[src/hw/rtl/dmrr_pkg.sv]
// shared types and constants of the dual motor ramp reverser
package dmrr_pkg;

	localparam int DUTY_W  = 7;
	localparam int COUNT_W = 16;
	localparam int RI_W    = 8;
	localparam int TGT_W   = 8;

	localparam logic [DUTY_W-1:0] MAX_DUTY = 7'd100;

	// per-channel sequencer phases
	localparam logic [2:0] PH_IDLE = 3'd0;
	localparam logic [2:0] PH_RAMP = 3'd1;
	localparam logic [2:0] PH_STOP = 3'd2;
	localparam logic [2:0] PH_FLIP = 3'd3;
	localparam logic [2:0] PH_END  = 3'd4;

	// input word kinds (tuser)
	localparam logic OP_TICK = 1'b0;
	localparam logic OP_CMD  = 1'b1;

	// configuration register indexes
	localparam logic REG_RAMP_INTERVAL = 1'b0;
	localparam logic REG_STOP_DWELL    = 1'b1;

	typedef struct packed {
		logic [DUTY_W-1:0]  duty;
		logic               rev;
		logic [2:0]         phase;
		logic [COUNT_W-1:0] count;
		logic               up;
		logic [DUTY_W-1:0]  fmag;
	} chan_state_t;

	typedef struct packed {
		logic load;
		logic step;
	} chan_ctrl_t;

	typedef struct packed {
		logic [DUTY_W-1:0] duty_nxt;
		logic              rev_nxt;
		logic              idle_cur;
		logic              idle_nxt;
	} chan_stat_t;

endpackage

[src/hw/rtl/dmrr_channel.sv]
// one motor channel: command load, ramp / stop / flip sequencer and its state
module dmrr_channel
	import dmrr_pkg::*;
(
	input  logic                     clk,
	input  logic                     arst_n,
	input  chan_ctrl_t               ctrl,
	input  logic signed [TGT_W-1:0]  target,
	input  logic [COUNT_W-1:0]       stop_dwell,
	output chan_stat_t               stat
);

	chan_state_t st_q;
	chan_state_t pre;
	chan_state_t nxt;
	logic              neg;
	logic [TGT_W-1:0]  mag8;
	logic [DUTY_W-1:0] mag;

	always_comb begin
		pre  = st_q;
		neg  = target[TGT_W-1];
		mag8 = neg ? (TGT_W'(0) - TGT_W'(target)) : TGT_W'(target);
		if (mag8 > {1'b0, MAX_DUTY}) begin
			mag8 = {1'b0, MAX_DUTY};
		end
		mag = mag8[DUTY_W-1:0];

		if (ctrl.load) begin
			pre.fmag = mag;
			if (neg == st_q.rev) begin
				pre.phase = PH_RAMP;
				if (mag >= st_q.duty) begin
					pre.up    = 1'b1;
					pre.count = COUNT_W'(mag - st_q.duty);
				end else begin
					pre.up    = 1'b0;
					pre.count = COUNT_W'(st_q.duty - mag);
				end
			end else begin
				pre.phase = PH_STOP;
				pre.count = (stop_dwell == '0) ? COUNT_W'(1) : stop_dwell;
				pre.up    = 1'b0;
			end
		end

		nxt = pre;
		if (ctrl.step && pre.phase != PH_IDLE) begin
			case (pre.phase)
				PH_RAMP: begin
					if (pre.count != '0) begin
						if (pre.up) begin
							if (pre.duty < MAX_DUTY) nxt.duty = pre.duty + 1'b1;
						end else if (pre.duty != '0) begin
							nxt.duty = pre.duty - 1'b1;
						end
						nxt.count = pre.count - 1'b1;
					end else begin
						nxt.phase = PH_END;
					end
				end
				PH_STOP: begin
					if (pre.count != '0) begin
						nxt.duty  = '0;
						nxt.count = pre.count - 1'b1;
					end else begin
						nxt.phase = PH_FLIP;
						nxt.count = COUNT_W'(1);
					end
				end
				PH_FLIP: begin
					if (pre.count != '0) begin
						nxt.rev   = ~pre.rev;
						nxt.count = pre.count - 1'b1;
					end else begin
						nxt.phase = PH_RAMP;
						nxt.count = COUNT_W'(pre.fmag);
						nxt.up    = 1'b1;
					end
				end
				default: begin
					nxt.phase = PH_IDLE;
				end
			endcase
		end
	end

	always_ff @(posedge clk or negedge arst_n) begin
		if (!arst_n) begin
			st_q <= '0;
		end else begin
			st_q <= nxt;
		end
	end

	assign stat.duty_nxt = nxt.duty;
	assign stat.rev_nxt  = nxt.rev;
	assign stat.idle_cur = (st_q.phase == PH_IDLE);
	assign stat.idle_nxt = (nxt.phase == PH_IDLE);

endmodule

[src/hw/rtl/dual_motor_ramp_reverser_core.sv]
// top level of the dual motor ramp reverser: stream ports, prescaler, output register
// an accepted input word passes the input register and then the result register to the master side
// throughput: one word per cycle; the input register and the result register
//   decouple the two sides, so a held result stalls input only once both are full
// reset: arst_n clears both channels to idle, duty 0, forward, prescaler 0,
//   ramp_interval to 2, stop_dwell to 250, and empties both registers
module dual_motor_ramp_reverser_core
	import dmrr_pkg::*;
(
	input  logic        clk,
	input  logic        arst_n,
	// input stream
	input  logic        s_axis_tvalid,
	output logic        s_axis_tready,
	input  logic [15:0] s_axis_tdata,   // target_a[7:0], target_b[15:8]
	input  logic [0:0]  s_axis_tuser,   // op[0]
	// result stream
	output logic        m_axis_tvalid,
	input  logic        m_axis_tready,
	output logic [23:0] m_axis_tdata,   // duty_a[6:0], reverse_a[7], duty_b[14:8],
	                                    // reverse_b[15], busy_res[16], zero[23:17]
	// configuration writes
	input  logic        cfg_we,
	input  logic        cfg_index,
	input  logic [15:0] cfg_data
);

	// configuration registers
	logic [RI_W-1:0]    ramp_interval_q;
	logic [COUNT_W-1:0] stop_dwell_q;

	// input register
	logic                    valid_s1;
	logic                    op_s1;
	logic signed [TGT_W-1:0] tgt_a_s1;
	logic signed [TGT_W-1:0] tgt_b_s1;

	// result register
	logic        out_valid_q;
	logic [23:0] out_data_q;

	// shared tick prescaler
	logic [RI_W-1:0] prescale_q;
	logic [RI_W-1:0] prescale_inc;
	logic [RI_W-1:0] prescale_nxt;
	logic [RI_W-1:0] lim;

	logic       adv;
	logic       cmd;
	logic       busy_cur;
	logic       busy_nxt;
	logic       hit;
	chan_ctrl_t ctrl;
	chan_stat_t stat_a;
	chan_stat_t stat_b;

	// the input register moves on when the result register is free or being emptied
	assign adv           = valid_s1 & (~out_valid_q | m_axis_tready);
	assign s_axis_tready = ~valid_s1 | adv;

	assign cmd      = (op_s1 == OP_CMD);
	assign busy_cur = ~(stat_a.idle_cur & stat_b.idle_cur);
	assign busy_nxt = ~(stat_a.idle_nxt & stat_b.idle_nxt);

	// a zero interval behaves as one
	assign lim          = (ramp_interval_q == '0) ? RI_W'(1) : ramp_interval_q;
	assign prescale_inc = prescale_q + 1'b1;
	assign hit          = (prescale_inc >= lim);

	// a command is taken only while idle and makes the first step at once;
	// a tick steps both channels once the prescaler reaches the interval
	always_comb begin
		ctrl.load = adv & cmd & ~busy_cur;
		ctrl.step = ctrl.load | (adv & ~cmd & busy_cur & hit);
	end

	always_comb begin
		prescale_nxt = prescale_q;
		if (ctrl.load) begin
			prescale_nxt = '0;
		end else if (!cmd && busy_cur) begin
			prescale_nxt = hit ? '0 : prescale_inc;
		end
		// prescaler rests at zero whenever nothing runs
		if (!busy_nxt) begin
			prescale_nxt = '0;
		end
	end

	dmrr_channel u_chan_a (
		.clk        (clk),
		.arst_n     (arst_n),
		.ctrl       (ctrl),
		.target     (tgt_a_s1),
		.stop_dwell (stop_dwell_q),
		.stat       (stat_a)
	);

	dmrr_channel u_chan_b (
		.clk        (clk),
		.arst_n     (arst_n),
		.ctrl       (ctrl),
		.target     (tgt_b_s1),
		.stop_dwell (stop_dwell_q),
		.stat       (stat_b)
	);

	// configuration port: write it only while the block is idle; the block itself does not enforce this
	always_ff @(posedge clk or negedge arst_n) begin
		if (!arst_n) begin
			ramp_interval_q <= RI_W'(2);
			stop_dwell_q    <= COUNT_W'(250);
		end else if (cfg_we) begin
			case (cfg_index)
				REG_RAMP_INTERVAL: ramp_interval_q <= cfg_data[RI_W-1:0];
				REG_STOP_DWELL:    stop_dwell_q    <= cfg_data;
				default:           ;
			endcase
		end
	end

	// input register
	always_ff @(posedge clk or negedge arst_n) begin
		if (!arst_n) begin
			valid_s1 <= 1'b0;
		end else if (s_axis_tready) begin
			valid_s1 <= s_axis_tvalid;
		end
	end

	always_ff @(posedge clk) begin
		if (s_axis_tready && s_axis_tvalid) begin
			op_s1    <= s_axis_tuser[0];
			tgt_a_s1 <= s_axis_tdata[7:0];
			tgt_b_s1 <= s_axis_tdata[15:8];
		end
	end

	// prescaler
	always_ff @(posedge clk or negedge arst_n) begin
		if (!arst_n) begin
			prescale_q <= '0;
		end else if (adv) begin
			prescale_q <= prescale_nxt;
		end
	end

	// result register: the state after each word
	always_ff @(posedge clk or negedge arst_n) begin
		if (!arst_n) begin
			out_valid_q <= 1'b0;
		end else if (adv) begin
			out_valid_q <= 1'b1;
		end else if (m_axis_tready) begin
			out_valid_q <= 1'b0;
		end
	end

	always_ff @(posedge clk) begin
		if (adv) begin
			out_data_q <= {7'd0, busy_nxt, stat_b.rev_nxt, stat_b.duty_nxt,
			               stat_a.rev_nxt, stat_a.duty_nxt};
		end
	end

	assign m_axis_tvalid = out_valid_q;
	assign m_axis_tdata  = out_data_q;

endmodule

[config.mk]
export PLATFORM = sky130hd
export DESIGN_NAME = dual_motor_ramp_reverser_core
export DESIGN_NICKNAME = d
export VERILOG_FILES = /design/src/hw/rtl/dmrr_pkg.sv /design/src/hw/rtl/dmrr_channel.sv /design/src/hw/rtl/dual_motor_ramp_reverser_core.sv
export SDC_FILE = /design/constraint.sdc
export NUM_CORES = 1
export LEC_CHECK = 0
export ABC_AREA = 1
export BUFFER_PORTS_ARGS = -buffer_cell sky130_fd_sc_hd__buf_4
export CAP_MARGIN = 0
export CELL_PAD_IN_SITES_DETAIL_PLACEMENT = 0
export CELL_PAD_IN_SITES_GLOBAL_PLACEMENT = 1
export CORE_AREA = 5 5 175 160
export CTS_CLUSTER_SIZE = 16
export DETAILED_ROUTE_END_ITERATION = 7
export DIE_AREA = 0 0 180 165
export HOLD_SLACK_MARGIN = 0.02
export PLACE_DENSITY = 0.74
export SYNTH_ARGS = -nofsm -noshare
export SYNTH_HDL_FRONTEND = slang
export SYNTH_HIERARCHICAL = 1
export SYNTH_SLANG_ARGS = --single-unit
export TNS_END_PERCENT = 30
[constraint.sdc]
create_clock -name clk -period 4.4 [get_ports clk]
set_input_delay 0.22 -clock clk [delete_from_list [all_inputs] [get_ports clk]]
set_output_delay 0.22 -clock clk [all_outputs]
set_load 0.1 [all_outputs]
# Yosys cells after proc, flatten, opt, wreduce, memory -nomap -nowiden
# Index checks and enable logic that the tools add are counted.
# word_totals
register_bits	138
input_bits	39
wordCells	146
# op_classes
order_cmp	7
eq_ne	8
muxes	56
n_reduce_logical	22
n_addsub	13
bitwise_logic	19
# ops
op	n
$mux W16	7
$pmux W16 S3	2
$mux W7	12
$mux W28	2
$mux W8	7
$mux W27	2
$mux W19	2
$mux W17	2
$reduce_bool A16 Y1	2
$sub A16 B1 Y16 const B	2
$sub A7 B7 Y8	4
$pmux W7 S2	2
$mux W3	6
$pmux W3 S3	2
$gt A8 B7 Y1 const B	2
$logic_not A16 Y1	1
$sub A1 B8 Y8 const A	2
$add A7 B1 Y7 const B	2
$ge A7 B7 Y1	2
$lt A7 B7 Y1 const B	2
$reduce_bool A7 Y1	2
$sub A7 B1 Y7 const B	2
$eq A3 B2 Y1 const B	4
$logic_not A3 Y1	4
other kinds (14)	48

# Depth between registers and ports, before layout
# Gate-level depths: netlist of run 1.
# logic_depth
ltp_word	16
ltp_mapped	39

# Hierarchy
# Netlist of run 1, hierarchy kept.
# by_module_without_submodules
module	n_inst	area_per_inst_um2	seq_area_each_um2	cells_per_inst
dmrr_channel at u_chan_b	1	4071.4	875.8	646
dmrr_channel at u_chan_a	1	3812.4	875.8	582
dual_motor_ramp_reverser_core	1	2852.7	1880.6	241

# Least setup slack after synthesis of run 1
# Ideal clock, no wire load.
# synth_path
path_type	flip-flop to flip-flop
startpoint	reg tgt_b_s1[0]
endpoint	reg prescale_q[4]
stages_incl_launch_ff	38
period_less_slack_ns	4.415
setup_slack_ns	-0.015
n_path_buf	1
arrival_time_ns	4.349
setup_time_ns	0.066
cell_sequence	edfxtp_1 > inv_1 > ha_1 > inv_1 > nor2_1 > nand2_1 > nand2_1 > xnor2_1 > inv_1 > o211ai_1 > nand3_1 > nand2_1 > nor2_1 > inv_1 > ha_1 > inv_1 > fa_1 > nand2_1 > (+2 left out) > nand3_4 > nand2_1 > nand3_1 > nand2_1 > ha_1 > nand3_2 > nor2_4 > nand4_4 > buf_6 > nor2_1 > nor2_1 > nand2_1 > nor2_2 > nand2_1 > inv_2 > o31ai_4 > nand2_1 > nand2_1
# synth_rtl
item	line_no	rtl
start, declared	dual_motor_ramp_reverser_core.sv:36	logic signed [TGT_W-1:0] tgt_b_s1;
start signal, assigned	dual_motor_ramp_reverser_core.sv:135	tgt_b_s1 <= s_axis_tdata[15:8];
end signal, assigned	dual_motor_ramp_reverser_core.sv:144	prescale_q <= prescale_nxt;
end, declared	dual_motor_ramp_reverser_core.sv:43	logic [RI_W-1:0] prescale_q;

==> results.sh, run 1 <==
export IMPL_synth_edff_count=34
export IMPL_route_antenna_remaining_nets=0
export IMPL_cts_buffer_depth=2
export IMPL_slew_viol_final=0
export IMPL_n_antenna_cell=0
export IMPL_post_drt_via_cell_ratio=4.91
export IMPL_floorplan_initialDensity_pct=41.5
export IMPL_required_ns=4.70
export IMPL_die_y_um=165
export IMPL_r2r_cells=37
export IMPL_min_path_type="in2reg"
export IMPL_finalSetupViolations=10
export IMPL_cts_tree="yes"
export IMPL_finalPower_w=0.00891
export IMPL_numCtsBuffers=17
export IMPL_critPathLaunchType="flop"
export IMPL_grt_pass1_vias=10124
export IMPL_drc=0
export IMPL_rrSetupSlack_ns=-0.04
export IMPL_netlist_instances=1469
export IMPL_wl_mm=32.3
export IMPL_final_layout_size_suffix_gt1_share_pct=31.7
export IMPL_vias=10236
export IMPL_status="finished with violations"
export IMPL_violations="negative setup slack"
export IMPL_min_period_ns=4.44
export IMPL_cp_slowest_cell="edfxtp_1"
export IMPL_fillers=2366
export IMPL_wire_per_inst_um=15.5
export IMPL_rsz0062_at_grt="true"
export IMPL_num_io_pins=65
export IMPL_rr_endpoint="u_chan_b/st_q[8]$_DFF_PN0_"
export IMPL_cellPowerDensity_mw_per_mm2=619
export IMPL_synth_area_mm2=0.0107
export IMPL_worstSetupPathType="reg2reg"
export IMPL_ys_ff_latch=138
export IMPL_synth_area_per_cell_um2=7.31
export IMPL_cp_arrival_ns=4.74
export IMPL_pre_cts_slack_ns=-0.221
export IMPL_setup_worst_path_end_class="flop"
export IMPL_hold_viol=0
export IMPL_cts_sinks=138
export IMPL_worst_path_most_repeated_cell="buf_4"
export IMPL_p_leak_nw=7.42
export IMPL_grt_overflow=0
export IMPL_multi_input_comb_area_mm2=0.00664
export IMPL_min_path_cells=4
export IMPL_htree_levels=4
export IMPL_ir_drop_v=0.000320
export IMPL_seqCellArea_mm2=0.00363
export IMPL_path_clk_slew_ns=0.07
export IMPL_cts_root_buf="clkbuf_16"
export IMPL_num_rows=56
export IMPL_path_max_fanout=6
export IMPL_dp_hpwl_mm=23.3
export IMPL_synthArstFlopShare_pct=75.4
export IMPL_grt_max_degree=72
export IMPL_nNetsFinal=1817
export IMPL_hold_end="m_axis_tvalid$_DFFE_PN0P_"
export IMPL_fmax_ghz=0.225
export IMPL_insertion_delay_ns=0.43
export IMPL_grt_usage_pct=21.8
export IMPL_hold_start="m_axis_tready"
export IMPL_fin_crit_sh_pct=101
export IMPL_seq_area_frac_synth_pct=33.8
export IMPL_die_x_um=180
export IMPL_cap_violations=0
export IMPL_worstMarginPinSlew_ns=0.957
export IMPL_synth_top_flop_cell="dfrtp_1"
export IMPL_synthToLayoutAreaGrowth_pct=34.0
export IMPL_routabilityCongestion=0.889
export IMPL_cpPeakStageDelay_ns=0.40
export IMPL_antenna_found_initial=0
export IMPL_numPortBuffers=57
export IMPL_core_area_mm2=0.0259
export IMPL_setup_ws_ns=-0.0391
export IMPL_dr_pass1_iters=5
export IMPL_grt_pass1_wl_mm=52.4
export IMPL_relSlewSlack_pct=36.2
export IMPL_synth_distinct_cells=63
export IMPL_die_area_mm2=0.0297
export IMPL_finClkSkew_ns=0.0116
export IMPL_drt_iter0_markers=664
export IMPL_yosysWarnings=6
export IMPL_fin_setup_tns_ns=-0.225
export IMPL_r2r_start="tgt_b_s1[1]$_DFFE_PP_"
export IMPL_final_core_util_pct=55.6
## through the flow
step	hold WS (ns)	std cells	cell area [um^2]
4_1_cts	0.0385	2071	13800
3_3_place_gp	0.399	1965	12300
6_report	0.0490	2086	14400
3_5_place_dp	0.399	1965	12300
5_1_grt	0.0539	2086	14400
2_1_floorplan	-0.0756	1475	10800
## worst max path at each step
stage,start,end,cells past startpoint
3_3_place_gp,tgt_b_s1[1]$_DFFE_PP_,prescale_q[7]$_DFFE_PN0P_,38
2_1_floorplan,tgt_b_s1[0]$_DFFE_PP_,prescale_q[4]$_DFFE_PN0P_,37
5_1_grt,tgt_b_s1[1]$_DFFE_PP_,prescale_q[2]$_DFFE_PN0P_,38
4_1_cts,tgt_a_s1[1]$_DFFE_PP_,prescale_q[6]$_DFFE_PN0P_,37
6_report,tgt_b_s1[1]$_DFFE_PP_,u_chan_b/st_q[8]$_DFF_PN0_,37
3_5_place_dp,tgt_b_s1[1]$_DFFE_PP_,prescale_q[7]$_DFFE_PN0P_,38
## per-layer routing
metal  global-route usage (%)  vias to the layer above  routed length, um  share of wire, %
met5                        0                        -                  0                 0
met4                     5.16                        0                560               1.7
met3                     3.19                       41               1170               3.6
met2                     37.4                      195              15700                49
met1                     29.5                     4827              14900                46
li1                         -                     5173                  -                 -
## repair_timing
item	4_1_cts	5_1_grt
gates resized for setup	50	130
hold buffers	28	0
pin swaps	34	82
hold endpoints to repair	90	0
setup endpoints to repair	16	68
setup buffers	45	21
gates cloned	2	0
## cell type report
type / count / share of cell area (%)
multi-input cells: 1059 / 46.1
flip-flops and latches: 138 / 25.3
clock buffers: 18 / 2.98
repair buffers: 281 / 15.3
well taps: 348 / 3.03
clock inverters: 14 / 1.30
inverters: 228 / 5.97
## flip-flops by register name (all words and copies together), names as in the netlist
| register | flops |
|---|---|
| cmd | 1 |
| m_axis_tdata | 17 |
| m_axis_tvalid | 1 |
| prescale_q | 8 |
| ramp_interval_q | 8 |
| stop_dwell_q | 16 |
| tgt_a_s1 | 8 |
| tgt_b_s1 | 8 |
| u_chan_a/pre | 8 |
| u_chan_a/st_q | 27 |
| u_chan_b/pre | 8 |
| u_chan_b/st_q | 27 |
| valid_s1 | 1 |
## synth_stat cells, types with 14 or more instances
cell	number	area, um^2
nand3_1	94	470
nor3_1	17	85.1
buf_2	14	70.1
buf_4	24	180
nand2_1	414	1550
o22ai_1	14	87.6
or2_2	21	131
ha_1	49	613
o21ai_0	66	330
o21ai_1	20	100
nand4_1	29	181
nand2_2	33	206
nor2_4	15	169
inv_1	213	800
a21oi_1	25	125
xnor2_1	19	166
edfxtp_1	34	1020
dfrtp_1	97	2430
nor2_1	108	405
xor2_1	36	315
## cells by family (layout without fill, tap and decap cells)
kind of cell,after synthesis,count (layout),share of synthesized area (%)
AND/OR/NAND/NOR,771,773,33.7
buffers and inverters,280,541,11.1
AO/OA/AOI/OAI,162,162,9.40
flip-flops,138,138,33.8
XOR/XNOR,56,56,4.64
adder cells (fa/ha/maj),53,53,6.46
multiplexers,8,8,0.839
other,1,7,0.0349
## layout by cell type, fill, tap and decap left out, types with 7 or more instances in the layout
master / count
conb_1: 7
edfxtp_1: 34
nor2_2: 15
nand4_1: 29
inv_2: 23
nor3_1: 15
nand2_4: 17
nand2_2: 68
nand3_4: 12
nand2_1: 367
o22ai_1: 13
inv_1: 202
xor2_1: 35
buf_6: 7
dlygate4sd3_1: 28
a21oi_1: 20
o21ai_0: 60
clkbuf_16: 17
buf_4: 246
or2_2: 19
dfstp_2: 7
o21ai_1: 22
nand3_2: 16
nor2_4: 27
ha_4: 13
dfrtp_1: 97
nor2_1: 88
o211ai_1: 7
xnor2_1: 18
o21ai_2: 9
nand3_1: 81
ha_1: 34
## report_power, final
part | total (W) | internal, W | switching, W | leakage (nW)
clock | 0.00154 | 0.000909 | 0.000634 | 0.303
combinational | 0.00550 | 0.00229 | 0.00321 | 5.51
sequential | 0.00186 | 0.00162 | 0.000242 | 1.60
total | 0.00891 | 0.00482 | 0.00409 | 7.42
## critical path, delay by kind of cell (launching register included)
kind / cells / cell delay, ns
compound gates: 2 / 0.18
flops: 1 / 0.40
simple gates: 19 / 1.88
buf+inv: 12 / 1.07
xor+xnor: 1 / 0.13
fa+ha+maj: 3 / 0.64
Power figures use the tool's default switching activity.
==> inputs of run 2 (changes only) <==
--- a/config.mk
+++ b/config.mk
@@ -16,6 +16,7 @@
 export DIE_AREA = 0 0 180 165
 export HOLD_SLACK_MARGIN = 0.02
 export PLACE_DENSITY = 0.74
+export SETUP_SLACK_MARGIN = 0.2
 export SYNTH_ARGS = -nofsm -noshare
 export SYNTH_HDL_FRONTEND = slang
 export SYNTH_HIERARCHICAL = 1
==> results.sh, run 2 (synthesized netlist as in run 1, its figures left out) <==
export IMPL_cts_sinks=138
export IMPL_p_leak_nw=7.48
export IMPL_vias=10374
export IMPL_min_path_type="in2reg"
export IMPL_dp_hpwl_mm=22.7
export IMPL_grt_overflow=0
export IMPL_die_y_um=165
export IMPL_die_x_um=180
export IMPL_cp_arrival_ns=4.93
export IMPL_path_clk_slew_ns=0.06
export IMPL_routabilityCongestion=0.875
export IMPL_fin_setup_tns_ns=-1.35
export IMPL_dr_pass1_iters=5
export IMPL_synthToLayoutAreaGrowth_pct=37.3
export IMPL_switching_share_pct=45.3
export IMPL_nNetsFinal=1817
export IMPL_drc=0
export IMPL_critPathLaunchType="flop"
export IMPL_path_max_fanout=4
export IMPL_grt_usage_pct=21.0
export IMPL_slew_viol_final=0
export IMPL_cts_buffer_depth=2
export IMPL_seqCellArea_mm2=0.00363
export IMPL_min_period_ns=4.63
export IMPL_worst_path_most_repeated_cell="buf_6"
export IMPL_route_antenna_remaining_nets=0
export IMPL_rsz0062_at_grt="true"
export IMPL_num_rows=56
export IMPL_final_cell_mix="nand2_1, buf_4, inv_1"
export IMPL_cp_slowest_cell="edfxtp_1"
export IMPL_internal_power_w=0.00499
export IMPL_relSlewSlack_pct=44.2
export IMPL_p_switching_w=0.00414
export IMPL_finalSetupViolations=11
export IMPL_worstSetupPathType="reg2reg"
export IMPL_combPwrFrac_pct=63.1
export IMPL_multi_input_comb_area_mm2=0.00682
export IMPL_ir_drop_v=0.000295
export IMPL_drt_iter0_markers=577
export IMPL_finalPower_w=0.00914
export IMPL_fmax_ghz=0.216
export IMPL_cpPeakStageDelay_ns=0.38
export IMPL_final_common_cell="nand2_1"
export IMPL_cap_violations=0
export IMPL_grt_pass1_vias=9967
export IMPL_die_area_mm2=0.0297
export IMPL_antenna_found_initial=0
export IMPL_floorplan_initialDensity_pct=41.5
export IMPL_required_ns=4.70
export IMPL_setup_ws_ns=-0.225
export IMPL_worstMarginPinSlew_ns=0.837
export IMPL_hold_viol=0
export IMPL_n_antenna_cell=0
export IMPL_grt_max_degree=61
export IMPL_cellPowerDensity_mw_per_mm2=620
export IMPL_status="finished with violations"
export IMPL_finClkSkew_ns=0.0134
export IMPL_setup_worst_path_end_class="flop"
export IMPL_insertion_delay_ns=0.43
export IMPL_core_area_mm2=0.0259
export IMPL_cts_root_buf="clkbuf_16"
export IMPL_violations="negative setup slack"
export IMPL_wl_mm=32.1
export IMPL_num_io_pins=65
export IMPL_fillers=2347
export IMPL_seq_power_share_pct=20.4
export IMPL_final_layout_size_suffix_gt1_share_pct=34.2
export IMPL_numCtsBuffers=17
export IMPL_cts_tree="yes"
export IMPL_numPortBuffers=57
export IMPL_fin_crit_sh_pct=105
export IMPL_htree_levels=4
export IMPL_post_drt_via_cell_ratio=4.97
export IMPL_wire_per_inst_um=15.4
export IMPL_power_frac_clock_pct=16.4
export IMPL_holdWs_ns=0.0410
export IMPL_grt_pass1_wl_mm=50.8
## run 2: cell types whose count changed in the layout (fill, tap and decap cells not counted), sizes merged
| cell | change |
|---|---|
| inv | -3 |
| nand3 | -1 |
| dlygate4sd3 | -3 |
| buf | +4 |
| clkinvlp | +3 |
## run 2: area by class of cell
cell class                 instances  share of cell area, %
tap                              348                   2.95
clock inverter                    14                   1.17
timing repair buffer             282                   16.2
multi-input combinational       1058                   46.2
inverter                         228                   5.92
sequential                       138                   24.6
clock buffer                      18                   2.91
## run 2: final timing paths
| kind | slack, ns | cells after the start | endpoint | startpoint |
|---|---|---|---|---|
| setup / recovery | -0.23 | 37 | u_chan_b/st_q[9]$_DFF_PN0_ | tgt_b_s1[0]$_DFFE_PP_ |
| hold / removal | 0.04 | 2 | stop_dwell_q[10]$_DFFE_PN0P_ | cfg_data[10] |
| setup reg to reg | -0.23 | 37 | u_chan_b/st_q[9]$_DFF_PN0_ | tgt_b_s1[0]$_DFFE_PP_ |
| hold reg to reg | 0.49 | 2 | ramp_interval_q[2]$_DFFE_PN0P_ | ramp_interval_q[2]$_DFFE_PN0P_ |
| max in group asynchronous | 2.80 | 3 | u_chan_a/st_q[9]$_DFF_PN0_ | arst_n |
| min in group asynchronous | 0.44 | 2 | ramp_interval_q[3]$_DFFE_PN0P_ | arst_n |
## run 2: routing by layer
layer	vias to the layer above	GRT usage (%)	routed length [um]
met5	-	0	0
met4	0	4.85	517
met3	28	2.75	1010
met2	193	36.6	15900
met1	4968	28.0	14600
li1	5185	-	-
## run 2: through the flow
step,setup WS [ns],utilization (%),cell area [um^2],std cells
after global routing,-0.338,57.0,14700,2086
after CTS,0.0248,53.6,13800,2062
after detailed placement,-0.182,47.2,12200,1946
final,-0.225,57.0,14700,2086
after floorplan,0.200,-,10800,1475
after global placement,-0.0820,47.2,12200,1946
## run 2: what timing repair did
item	in CTS	in global routing
pin swaps	42	70
hold endpoints to repair	76	0
resized for setup	88	181
cloned	1	0
hold buffers	25	0
setup buffers	58	24
setup endpoints to repair	49	78
## run 2: power groups by stage
stage | logic [W] | clock network [W] | registers, W
after floorplan | 0.00308 | 0 | 0.00199
final | 0.00577 | 0.00150 | 0.00187
after CTS | 0.00498 | 0.00153 | 0.00186
after global placement | 0.00446 | 0 | 0.00188
after global routing | 0.00632 | 0.00158 | 0.00190
after detailed placement | 0.00447 | 0 | 0.00188
## run 2: critical path, delay by kind of cell (launching register included)
kind | cells | cell delay [ns]
buffers and inverters | 26 | 2.76
and+or+nand+nor | 7 | 0.79
DFF | 1 | 0.38
AOI/OAI and AO/OA | 3 | 0.31
xor gates and xnor gates | 1 | 0.22
